## src/modbus_tcp_request_server_macros.svh

```systemverilog
// Assertion macros shared by the RTL of the Modbus TCP request server.
// Needs a clock named clk and an active-low reset named rst_n in scope.
`ifndef MODBUS_TCP_REQUEST_SERVER_MACROS_SVH
`define MODBUS_TCP_REQUEST_SERVER_MACROS_SVH

// Implication in the same cycle.
`define MBTCP_ASSERT_NOW(lbl, ante, cons, msg) \
  lbl: assert property (@(posedge clk) disable iff (!rst_n) (ante) |-> (cons)) \
    else $error(msg);

// Implication in the next cycle.
`define MBTCP_ASSERT_NEXT(lbl, ante, cons, msg) \
  lbl: assert property (@(posedge clk) disable iff (!rst_n) (ante) |=> (cons)) \
    else $error(msg);

`endif

```

## src/mbtcp_pkg.sv

```systemverilog
// Types and constants of the Modbus TCP request server.
// No dependencies; used by mbtcp_hdr_check and modbus_tcp_request_server.
package mbtcp_pkg;

  localparam int IDX_W = 7;

  localparam logic [2:0] NO_FAULT   = 3'd0;
  localparam logic [2:0] EXC_FUNC   = 3'd1;
  localparam logic [2:0] EXC_ADDR   = 3'd2;
  localparam logic [2:0] EXC_DATA   = 3'd3;
  localparam logic [2:0] EXC_PROTO  = 3'd4;

  localparam logic [7:0] FC_READ_COILS  = 8'd1;
  localparam logic [7:0] FC_READ_DISC   = 8'd2;
  localparam logic [7:0] FC_READ_HOLD   = 8'd3;
  localparam logic [7:0] FC_READ_INPUT  = 8'd4;
  localparam logic [7:0] FC_WRITE_COIL  = 8'd5;
  localparam logic [7:0] FC_WRITE_REG   = 8'd6;
  localparam logic [7:0] FC_WRITE_COILS = 8'd15;
  localparam logic [7:0] FC_WRITE_REGS  = 8'd16;

  localparam logic [15:0] COIL_ON    = 16'hFF00;
  localparam logic [7:0]  EXC_FLAG   = 8'h80;
  localparam logic [15:0] INPUT_INIT = 16'h3131;
  localparam logic [15:0] MAX_WRITE_REGS = 16'd123;

  typedef struct packed {
    logic [7:0] rx_byte;
    logic       frame_end;
  } in_item_t;

  typedef struct packed {
    logic [7:0] tx_byte;
    logic       tx_last;
    logic       is_exception;
  } out_item_t;

  typedef struct packed {
    logic [15:0] pid;
    logic [15:0] len;
    logic [7:0]  fc;
    logic [15:0] start;
    logic [15:0] qty;
    logic [7:0]  bc;
  } hdr_t;

  typedef struct packed {
    logic [2:0] hdr_code;
    logic [2:0] resp_code;
  } chk_t;

endpackage

```

## src/mbtcp_hdr_check.sv

```systemverilog
// Header checks of a Modbus TCP request, giving the exception code.
// Depends on mbtcp_pkg and modbus_tcp_request_server_macros.svh.
`include "modbus_tcp_request_server_macros.svh"
module mbtcp_hdr_check #(
  parameter int REG_COUNT     = 64,
  parameter int COIL_BITS     = 64,
  parameter int MAX_READ_REGS = 16,
  parameter int MAX_FRAME_LEN = 253
) (
  input  mbtcp_pkg::hdr_t hdr,
  input  logic [7:0]      n,
  output mbtcp_pkg::chk_t chk
);

  localparam logic [16:0] CB    = 17'(COIL_BITS);
  localparam logic [16:0] RC    = 17'(REG_COUNT);
  localparam logic [15:0] MR    = 16'(MAX_READ_REGS);
  localparam logic [15:0] LEN_MAX = 16'(MAX_FRAME_LEN - 6);

  logic [16:0] sum;
  logic [16:0] q17;
  logic [7:0]  need;
  logic [2:0]  code;
  logic        multi;

  assign sum   = {1'b0, hdr.start} + {1'b0, hdr.qty};
  assign q17   = {1'b0, hdr.qty};
  assign multi = (hdr.fc == mbtcp_pkg::FC_WRITE_COILS) || (hdr.fc == mbtcp_pkg::FC_WRITE_REGS);
  assign need  = multi ? 8'd13 : 8'd12;

  always_comb begin
    code = mbtcp_pkg::NO_FAULT;
    if (hdr.pid != 16'd0) begin
      code = mbtcp_pkg::EXC_PROTO;
    end else if (hdr.len > LEN_MAX) begin
      code = mbtcp_pkg::EXC_DATA;
    end else if (!(hdr.fc inside {mbtcp_pkg::FC_READ_COILS, mbtcp_pkg::FC_READ_DISC,
                                  mbtcp_pkg::FC_READ_HOLD, mbtcp_pkg::FC_READ_INPUT,
                                  mbtcp_pkg::FC_WRITE_COIL, mbtcp_pkg::FC_WRITE_REG,
                                  mbtcp_pkg::FC_WRITE_COILS, mbtcp_pkg::FC_WRITE_REGS})) begin
      code = mbtcp_pkg::EXC_FUNC;
    end else if (n < need) begin
      code = mbtcp_pkg::EXC_DATA;
    end else begin
      case (hdr.fc)
        mbtcp_pkg::FC_READ_COILS, mbtcp_pkg::FC_READ_DISC: begin
          if (q17 == 17'd0 || q17 > CB) code = mbtcp_pkg::EXC_DATA;
          else if (sum > CB) code = mbtcp_pkg::EXC_ADDR;
        end
        mbtcp_pkg::FC_READ_HOLD, mbtcp_pkg::FC_READ_INPUT: begin
          if (hdr.qty == 16'd0 || hdr.qty > MR) code = mbtcp_pkg::EXC_DATA;
          else if (sum > RC) code = mbtcp_pkg::EXC_ADDR;
        end
        mbtcp_pkg::FC_WRITE_COIL: begin
          if (hdr.qty != 16'd0 && hdr.qty != mbtcp_pkg::COIL_ON) code = mbtcp_pkg::EXC_DATA;
          else if ({1'b0, hdr.start} >= CB) code = mbtcp_pkg::EXC_ADDR;
        end
        mbtcp_pkg::FC_WRITE_REG: begin
          if ({1'b0, hdr.start} >= RC) code = mbtcp_pkg::EXC_ADDR;
        end
        mbtcp_pkg::FC_WRITE_COILS: begin
          if (q17 == 17'd0 || q17 > CB || {9'd0, hdr.bc} != ((q17 + 17'd7) >> 3))
            code = mbtcp_pkg::EXC_DATA;
          else if (sum > CB) code = mbtcp_pkg::EXC_ADDR;
        end
        default: begin
          if (hdr.qty == 16'd0 || hdr.qty > mbtcp_pkg::MAX_WRITE_REGS ||
              {9'd0, hdr.bc} != {hdr.qty, 1'b0})
            code = mbtcp_pkg::EXC_DATA;
          else if (sum > RC) code = mbtcp_pkg::EXC_ADDR;
        end
      endcase
    end
  end

  always_comb begin
    chk.hdr_code  = code;
    chk.resp_code = code;
    // A write-multiple frame must carry every data byte that its byte count announces.
    if (code == mbtcp_pkg::NO_FAULT && multi && ({1'b0, n} < (9'd13 + {1'b0, hdr.bc})))
      chk.resp_code = mbtcp_pkg::EXC_DATA;
  end

endmodule

```

## src/modbus_tcp_request_server.sv

```systemverilog
// Modbus TCP request server: byte-stream request parser, stores and response sequencer.
// Depends on mbtcp_pkg, mbtcp_hdr_check and modbus_tcp_request_server_macros.svh.
//
//   channel   direction  handshake            payload
//   in_       input      in_valid / in_stall    mbtcp_pkg::in_item_t
//   out_      output     out_valid / out_stall  mbtcp_pkg::out_item_t
//
// Request bytes are taken one per cycle while the block is idle.
// The final byte of a frame starts header evaluation; a frame of eight bytes or more is
// answered at one byte per cycle while out_stall is low, each register word first taking
// a fetch state for its synchronous read port. in_stall stays high until the last byte
// is sent. After reset a clearing pass writes zero to all REG_COUNT holding registers,
// one per cycle, with in_stall high; out_stall only delays the response bytes.
`include "modbus_tcp_request_server_macros.svh"
module modbus_tcp_request_server #(
  parameter int REG_COUNT     = 64,
  parameter int COIL_BYTES    = 8,
  parameter int MAX_READ_REGS = 16,
  parameter int MAX_FRAME_LEN = 253
) (
  input  logic                 clk,
  input  logic                 rst_n,
  input  logic                 in_valid,
  output logic                 in_stall,
  input  mbtcp_pkg::in_item_t  in_data,
  output logic                 out_valid,
  input  logic                 out_stall,
  output mbtcp_pkg::out_item_t out_data
);

  localparam int COIL_BITS = COIL_BYTES * 8;
  localparam int AW        = $clog2(REG_COUNT);
  localparam logic [8:0] POS_LIM = (MAX_FRAME_LEN < 255) ? 9'(MAX_FRAME_LEN) : 9'd255;
  localparam int IW        = mbtcp_pkg::IDX_W;

  typedef enum logic [4:0] {
    ST_CLR   = 5'b00001,
    ST_IDLE  = 5'b00010,
    ST_CALC  = 5'b00100,
    ST_FETCH = 5'b01000,
    ST_EMIT  = 5'b10000
  } state_t;

  state_t                 state_r, state_nxt;
  logic [AW-1:0]          clr_r, clr_nxt;
  logic [7:0]             pos_r, pos_nxt;
  logic [7:0]             pend_r, pend_nxt;
  logic [7:0]             hb_r [13];
  logic [COIL_BITS-1:0]   coil_r, coil_nxt;
  logic [IW-1:0]          idx_r, idx_nxt;
  logic [IW-1:0]          tot_r, tot_nxt;
  logic [7:0]             nb_r, nb_nxt;
  logic [2:0]             code_r, code_nxt;
  logic                   exc_r, exc_nxt;
  logic                   out_valid_r, out_valid_nxt;
  mbtcp_pkg::out_item_t   out_r, out_nxt;

  logic [15:0]            hold_mem [REG_COUNT];
  logic [15:0]            rd_q;
  logic [15:0]            inp_q;
  logic                   we;
  logic [AW-1:0]          wa;
  logic [15:0]            wd;
  logic [AW-1:0]          ra;

  mbtcp_pkg::hdr_t        hdr;
  mbtcp_pkg::chk_t        chk;
  logic                   acc;
  logic                   can_send;
  logic [7:0]             k;
  logic [16:0]            sh_in;
  logic [7:0]             m_in;
  logic [COIL_BITS-1:0]   cw_val, cw_mask;
  logic [IW-1:0]          ri;
  logic [16:0]            sh_out;
  logic [7:0]             m_out;
  logic [COIL_BITS-1:0]   coil_sh;
  logic [16:0]            raddr17;
  logic [15:0]            word;
  logic [7:0]             byte_val;
  logic [15:0]            len16;
  logic                   is_read;
  logic                   is_reg_read;

  assign hdr.pid   = {hb_r[2], hb_r[3]};
  assign hdr.len   = {hb_r[4], hb_r[5]};
  assign hdr.fc    = hb_r[7];
  assign hdr.start = {hb_r[8], hb_r[9]};
  assign hdr.qty   = {hb_r[10], hb_r[11]};
  assign hdr.bc    = hb_r[12];

  mbtcp_hdr_check #(
    .REG_COUNT     (REG_COUNT),
    .COIL_BITS     (COIL_BITS),
    .MAX_READ_REGS (MAX_READ_REGS),
    .MAX_FRAME_LEN (MAX_FRAME_LEN)
  ) u_check (
    .hdr (hdr),
    .n   (pos_r),
    .chk (chk)
  );

  assign in_stall  = (state_r != ST_IDLE);
  assign acc       = in_valid && !in_stall;
  assign can_send  = !out_valid_r || !out_stall;
  assign out_valid = out_valid_r;
  assign out_data  = out_r;

  assign is_read     = (hdr.fc inside {mbtcp_pkg::FC_READ_COILS, mbtcp_pkg::FC_READ_DISC,
                                       mbtcp_pkg::FC_READ_HOLD, mbtcp_pkg::FC_READ_INPUT});
  assign is_reg_read = (hdr.fc == mbtcp_pkg::FC_READ_HOLD) ||
                       (hdr.fc == mbtcp_pkg::FC_READ_INPUT);

  // Streamed write data: k counts data bytes after the 13-byte header.
  assign k     = pos_r - 8'd13;
  assign sh_in = {1'b0, hdr.start} + {6'd0, k, 3'b000};
  always_comb begin
    for (int i = 0; i < 8; i++) begin
      m_in[i] = (({5'd0, k, 3'b000} + 16'(i)) < hdr.qty);
    end
  end
  assign cw_val  = COIL_BITS'(in_data.rx_byte & m_in) << sh_in;
  assign cw_mask = COIL_BITS'(m_in) << sh_in;

  // Coil read-back: ri is the data byte number within the response.
  assign ri     = idx_r - IW'(9);
  assign sh_out = {1'b0, hdr.start} + {7'd0, ri, 3'b000};
  always_comb begin
    for (int i = 0; i < 8; i++) begin
      m_out[i] = (({6'd0, ri, 3'b000} + 16'(i)) < hdr.qty);
    end
  end
  assign coil_sh = coil_r >> sh_out;

  assign raddr17 = {1'b0, hdr.start} + 17'(ri >> 1);
  assign ra      = raddr17[AW-1:0];
  assign word    = (hdr.fc == mbtcp_pkg::FC_READ_HOLD) ? rd_q : inp_q;
  assign len16   = {8'd0, nb_r} + 16'd3;

  always_comb begin
    byte_val = 8'd0;
    case (idx_r)
      IW'(0): byte_val = hb_r[0];
      IW'(1): byte_val = hb_r[1];
      IW'(2): byte_val = hb_r[2];
      IW'(3): byte_val = hb_r[3];
      IW'(4): byte_val = (exc_r || !is_read) ? 8'd0 : len16[15:8];
      IW'(5): byte_val = exc_r ? 8'd3 : (is_read ? len16[7:0] : 8'd6);
      IW'(6): byte_val = hb_r[6];
      IW'(7): byte_val = exc_r ? (hdr.fc | mbtcp_pkg::EXC_FLAG) : hdr.fc;
      IW'(8): byte_val = exc_r ? {5'd0, code_r} : (is_read ? nb_r : hb_r[8]);
      default: begin
        if (!is_read) begin
          case (idx_r)
            IW'(9):  byte_val = hb_r[9];
            IW'(10): byte_val = hb_r[10];
            default: byte_val = hb_r[11];
          endcase
        end else if (is_reg_read) begin
          byte_val = idx_r[0] ? word[15:8] : word[7:0];
        end else begin
          byte_val = coil_sh[7:0] & m_out;
        end
      end
    endcase
  end

  always_comb begin
    state_nxt     = state_r;
    clr_nxt       = clr_r;
    pos_nxt       = pos_r;
    pend_nxt      = pend_r;
    coil_nxt      = coil_r;
    idx_nxt       = idx_r;
    tot_nxt       = tot_r;
    nb_nxt        = nb_r;
    code_nxt      = code_r;
    exc_nxt       = exc_r;
    out_valid_nxt = out_valid_r && out_stall;
    out_nxt       = out_r;
    we            = 1'b0;
    wa            = clr_r;
    wd            = 16'd0;

    case (state_r)
      ST_CLR: begin
        we      = 1'b1;
        clr_nxt = clr_r + AW'(1);
        if (clr_r == AW'(REG_COUNT - 1)) state_nxt = ST_IDLE;
      end
      ST_IDLE: begin
        if (acc) begin
          if ({1'b0, pos_r} < POS_LIM) begin
            pos_nxt = pos_r + 8'd1;
            if (pos_r >= 8'd13 && chk.hdr_code == mbtcp_pkg::NO_FAULT) begin
              if (hdr.fc == mbtcp_pkg::FC_WRITE_REGS) begin
                if (!k[0]) begin
                  pend_nxt = in_data.rx_byte;
                end else if ({9'd0, k[7:1]} < hdr.qty &&
                             ({1'b0, hdr.start} + {10'd0, k[7:1]}) < 17'(REG_COUNT)) begin
                  we = 1'b1;
                  wa = AW'(hdr.start + {9'd0, k[7:1]});
                  wd = {pend_r, in_data.rx_byte};
                end
              end else if (hdr.fc == mbtcp_pkg::FC_WRITE_COILS && k < hdr.bc) begin
                coil_nxt = (coil_r & ~cw_mask) | cw_val;
              end
            end
          end
          if (in_data.frame_end) state_nxt = ST_CALC;
        end
      end
      ST_CALC: begin
        pos_nxt  = 8'd0;
        pend_nxt = 8'd0;
        idx_nxt  = '0;
        code_nxt = chk.resp_code;
        exc_nxt  = (chk.resp_code != mbtcp_pkg::NO_FAULT);
        nb_nxt   = (hdr.fc <= mbtcp_pkg::FC_READ_DISC) ? 8'((hdr.qty + 16'd7) >> 3)
                                                      : 8'({hdr.qty, 1'b0});
        if (chk.resp_code != mbtcp_pkg::NO_FAULT) tot_nxt = IW'(9);
        else if (is_read) tot_nxt = IW'(9) + IW'(nb_nxt);
        else tot_nxt = IW'(12);
        if (pos_r < 8'd8) begin
          state_nxt = ST_IDLE;
        end else begin
          state_nxt = ST_EMIT;
          if (chk.resp_code == mbtcp_pkg::NO_FAULT) begin
            if (hdr.fc == mbtcp_pkg::FC_WRITE_COIL) begin
              if (hdr.qty == mbtcp_pkg::COIL_ON)
                coil_nxt = coil_r | (COIL_BITS'(1) << hdr.start);
              else
                coil_nxt = coil_r & ~(COIL_BITS'(1) << hdr.start);
            end else if (hdr.fc == mbtcp_pkg::FC_WRITE_REG) begin
              we = 1'b1;
              wa = hdr.start[AW-1:0];
              wd = hdr.qty;
            end
          end
        end
      end
      ST_FETCH: begin
        state_nxt = ST_EMIT;
      end
      ST_EMIT: begin
        if (can_send) begin
          out_valid_nxt        = 1'b1;
          out_nxt.tx_byte      = byte_val;
          out_nxt.tx_last      = (idx_r == tot_r - IW'(1));
          out_nxt.is_exception = exc_r;
          idx_nxt              = idx_r + IW'(1);
          if (idx_r == tot_r - IW'(1)) begin
            state_nxt = ST_IDLE;
          end else if (!exc_r && is_reg_read && idx_r >= IW'(8) && !idx_r[0]) begin
            // The next byte opens a new register word, which needs a memory read first.
            state_nxt = ST_FETCH;
          end
        end
      end
      default: state_nxt = ST_IDLE;
    endcase
  end

  always_ff @(posedge clk) begin
    if (we) hold_mem[wa] <= wd;
    rd_q  <= hold_mem[ra];
    inp_q <= (raddr17 < 17'd2) ? mbtcp_pkg::INPUT_INIT : 16'd0;
  end

  always_ff @(posedge clk) begin
    if (acc && pos_r < 8'd13 && {1'b0, pos_r} < POS_LIM) begin
      hb_r[pos_r[3:0]] <= in_data.rx_byte;
    end
    idx_r  <= idx_nxt;
    tot_r  <= tot_nxt;
    nb_r   <= nb_nxt;
    code_r <= code_nxt;
    exc_r  <= exc_nxt;
    out_r  <= out_nxt;
  end

  always_ff @(posedge clk) begin
    if (!rst_n) begin
      state_r     <= ST_CLR;
      clr_r       <= '0;
      pos_r       <= 8'd0;
      pend_r      <= 8'd0;
      coil_r      <= '0;
      out_valid_r <= 1'b0;
    end else begin
      state_r     <= state_nxt;
      clr_r       <= clr_nxt;
      pos_r       <= pos_nxt;
      pend_r      <= pend_nxt;
      coil_r      <= coil_nxt;
      out_valid_r <= out_valid_nxt;
    end
  end

  `MBTCP_ASSERT_NEXT(a_end_to_calc, acc && in_data.frame_end, state_r == ST_CALC, "frame end not evaluated")
  `MBTCP_ASSERT_NEXT(a_last_to_idle, state_r == ST_EMIT && can_send && idx_r == tot_r - IW'(1), state_r == ST_IDLE && out_data.tx_last, "response did not close")
  `MBTCP_ASSERT_NOW(a_exc_len, state_r == ST_EMIT && exc_r, tot_r == IW'(9), "exception reply length wrong")

endmodule
```

## config.mk

```make
export PLATFORM = sky130hd
export DESIGN_NAME = modbus_tcp_request_server
export DESIGN_NICKNAME = d
export VERILOG_FILES = /design/src/mbtcp_pkg.sv /design/src/mbtcp_hdr_check.sv /design/src/modbus_tcp_request_server.sv
export VERILOG_INCLUDE_DIRS = /design/src /design/src/src
export SDC_FILE = /design/constraint.sdc
export NUM_CORES = 2
export LEC_CHECK = 0
export BUFFER_PORTS_ARGS = -buffer_cell sky130_fd_sc_hd__buf_2
export CORE_MARGIN = 3
export CORE_UTILIZATION = 45
export CTS_CLUSTER_DIAMETER = 80
export DETAILED_ROUTE_END_ITERATION = 12
export GPL_TIMING_DRIVEN = 1
export SYNTH_ARGS = -nofsm -noshare
export SYNTH_HDL_FRONTEND = slang
export SYNTH_SLANG_ARGS = --single-unit
```

## constraint.sdc

```tcl
create_clock -name clk -period 7.3 [get_ports clk]
set_input_delay 1.46 -clock clk [delete_from_list [all_inputs] [get_ports clk]]
set_output_delay 1.46 -clock clk [all_outputs]
set_load 0.1 [all_outputs]
```

==> impl_metrics.py <==
metrics = {
    "place": {
        "dp_cells": 5806,
        "dpl.hpwl_mm": 122,
        "post_dp_cell_area_sq_um": 63800,
        "place.gp.congestion": 0.995,
        "io_buffer_count": 24,
    },
    "global_route": {
        "grt_max_degree": 106,
        "antenna_found_initial": 6,
        "grt_pass1_vias": 37600,
        "grtUsageTotal": 0.262,
        "grt_pass1_wl_mm": 269,
        "gr-total-overflow": 0,
    },
    "die": {
        "dieArea_sq_um": 139000,
        "num_rows": 133,
        "pin_count": 25,
        "die_h_um": 373,
        "initial_utilization": 0.457,
        "coreArea_sq_um": 132000,
        "die_w_um": 373,
    },
    "sta": {
        "setup_tns_ps": 0,
        "slew_headroom": 0.186,
        "hold_viol": 0,
        "layout_min_cycle_time_ps": 6410,
        "worst_pin_slew_ps": 1210,
        "finalCritPeriodShare": 0.878,
        "max_freq_mhz": 156,
        "finClkSkew_ps": 53.1,
        "rsz0062_at_grt": "false",
        "finalMaxSlewViolations": 0,
        "setup_viol": 0,
    },
    "synth": {
        "synth-edff-count": 1161,
        "synth-main-ff-cell": "edfxtp_1",
        "synth.top_cell.area_share": 0.576,
        "synthTopCellsByCount": "1161 x edfxtp_1, 363 x mux4_2, 264 x nand2_1",
        "avgSynthCellArea_sq_um": 14.7,
        "syn_area_sq_um": 60500,
        "yosys_warnings": 0,
        "synth.distinct_cells": 100,
        "synth_top_cells_by_area": "edfxtp_1 58%, mux4_2 14%, dfxtp_1 3.6%, ha_1 2.0%, a21oi_1 1.7%",
        "synth.ff_latch_count": 1270,
        "synth_nets": 4238,
        "synth_top_area_cell": "edfxtp_1",
        "yosys.cell_count.top_type": "edfxtp_1",
        "async_flop_share": 0,
        "syn_inst": 4124,
        "yosysSeqAreaShare": 0.612,
    },
    "clock_tree": {
        "numCtsBuffers": 135,
        "htreeDepth": 4,
        "cts_setup_buffers": 0,
        "clock_sinks": 1270,
        "cts_tree": "done",
        "ctsHoldBuffers": 0,
        "cts_buffer_depth": 3,
        "path_clk_slew_ps": 60,
        "clock_latency_ps": 780,
        "cts-root-buf": "clkbuf_16",
        "cts_resized": 0,
    },
    "route": {
        "drt_first_pass_iters": 6,
        "drt_iter0_markers": 5300,
        "vias": 39300,
        "routed_wl_mm": 185,
        "wire_per_inst_um": 30.6,
        "vias_per_cell": 6.51,
        "ant_nets": 0,
        "remaining_drc_errors": 0,
    },
    "pwr": {
        "leakagePower_nw": 21.7,
        "powerDensity_nw_per_um2": 241,
        "clkPwrFrac": 0.407,
        "switching_share": 0.246,
        "p_comb_frac": 0.099,
        "p_sw_mw": 4.05,
        "ir_drop_uv": 221,
        "power_frac_seq": 0.493,
        "power.internal_mw": 12.4,
    },
    "finish": {
        "drive_gt1_frac": 0.215,
        "syn2layout_area_growth_pct": 12.6,
        "fin_area_sq_um": 68100,
        "finalNetCount": 4302,
        "final_cells": 6045,
    },
    "critical_path": {
        "cp_max_fo": 10,
        "start_kind": "register",
        "endpoint_kind": "register",
        "crit_type": "reg -> reg",
        "required_ps": 7760,
        "cp_data_arrival_time_ps": 6880,
    },
    "run_status": {
        "outcome": "complete, no violations",
    },
    "worst_hold_path": {
        "hp-class": "reg -> reg",
    },
    "flow_run": {
        "maxCapViolations": 0,
    },
}
[metal layers]
| metal | vias to the layer above | global-route usage | part of all wire | wire [um] |
|---|---|---|---|---|
| met4 | 6 | 0.102 | 0.043 | 7950 |
| met1 | 20000 | 0.369 | 0.41 | 75200 |
| li1 | 16900 | - | - | - |
| met5 | - | 0 | 0.00022 | 40 |
| met3 | 399 | 0.0499 | 0.088 | 16300 |
| met2 | 2117 | 0.407 | 0.46 | 85500 |
[state kept, by name, summed over array words and instances (netlist names), 3 cells and up, named ones only]
register	cells
hold_mem	1024
nb_r	8
pend_r	8
tot_r	7
code_r	3
idx_r	7
pos_r	8
hb_r	101
clr_r	6
state_r	5
out_data	10
rd_q	16
[cell type report]
cell class,instances,area [sq um]
Clock buffer,168,3560
Fill cell,11000,64300
Antenna cell,2,5.00
Sequential cell,1270,37000
Multi-Input combinational cell,2503,22600
Inverter,74,279
Clock inverter,69,806
Tap cell,1755,2200
Timing Repair Buffer,204,1620
[layout by cell type, fill, tap and decap left out, types with 35 or more instances in the layout]
master	n
ha_1	95
a31oi_1	40
clkbuf_16	136
buf_4	168
edfxtp_1	1161
mux2i_1	92
nand2_1	263
o21ai_0	175
nor3_2	64
and3_1	35
inv_1	67
nand3_1	99
dfxtp_1	109
nor3_1	67
o211ai_1	40
mux4_2	363
a21oi_1	203
xnor2_1	40
nor2_1	184
a211oi_1	65
xor2_1	40
[metrics by stage]
step	power [mW]	setup WS [ps]	hold slack (ps)	util
floorplan	9.23	1160	424	-
global placement	9.88	1180	453	0.481
detailed placement	9.90	1050	464	0.481
CTS	16.6	1050	475	0.514
global route	17.0	571	498	0.514
finish	16.5	887	472	0.514
[power by group through the flow]
stage               sequential, mW  clock (mW)  combinational [mW]
floorplan                     8.23           0                1.00
global placement              8.26           0                1.62
detailed placement            8.27           0                1.63
CTS                           8.11        6.82                1.64
global route                  8.12        7.13                1.72
finish                        8.11        6.70                1.64
[cell families (layout without fill, tap and decap cells)]
family          count (synthesis)  in the layout  synth area share
compound gates                901            901             0.102
xor+xnor                       83             83            0.0120
fa+ha+maj                     101            101            0.0215
buf+inv                       351            515            0.0223
flops                        1270           1270             0.612
mux                           470            470             0.153
other cells                     1              3         0.0000620
simple gates                  947            947            0.0774
[critical path, cell delays in order, from the launching register on]
cell and delay (ps):
dfxtp_1 550, inv_1 160, ha_1 260, nor2_1 260, xnor2_1 340, ha_1 400, o21a_1 210, o31a_1 130
o41ai_1 340, mux2i_1 320, nand4_1 120, nor4_1 330, o2111ai_1 400, mux2i_1 540, nand4_1 700, nor3_2 740
buf_4 320
[worst paths after layout]
kind / start / end / slack (ps) / depth (start not counted)
setup / recovery: pos_r[1] / hold_mem[33][8] / 890 / 16
setup reg to reg: pos_r[1] / hold_mem[33][8] / 890 / 16
hold / removal: pend_r[4] / pend_r[4] / 470 / 2
hold reg to reg: pend_r[4] / pend_r[4] / 470 / 2
Power figures use the tool's default switching activity.
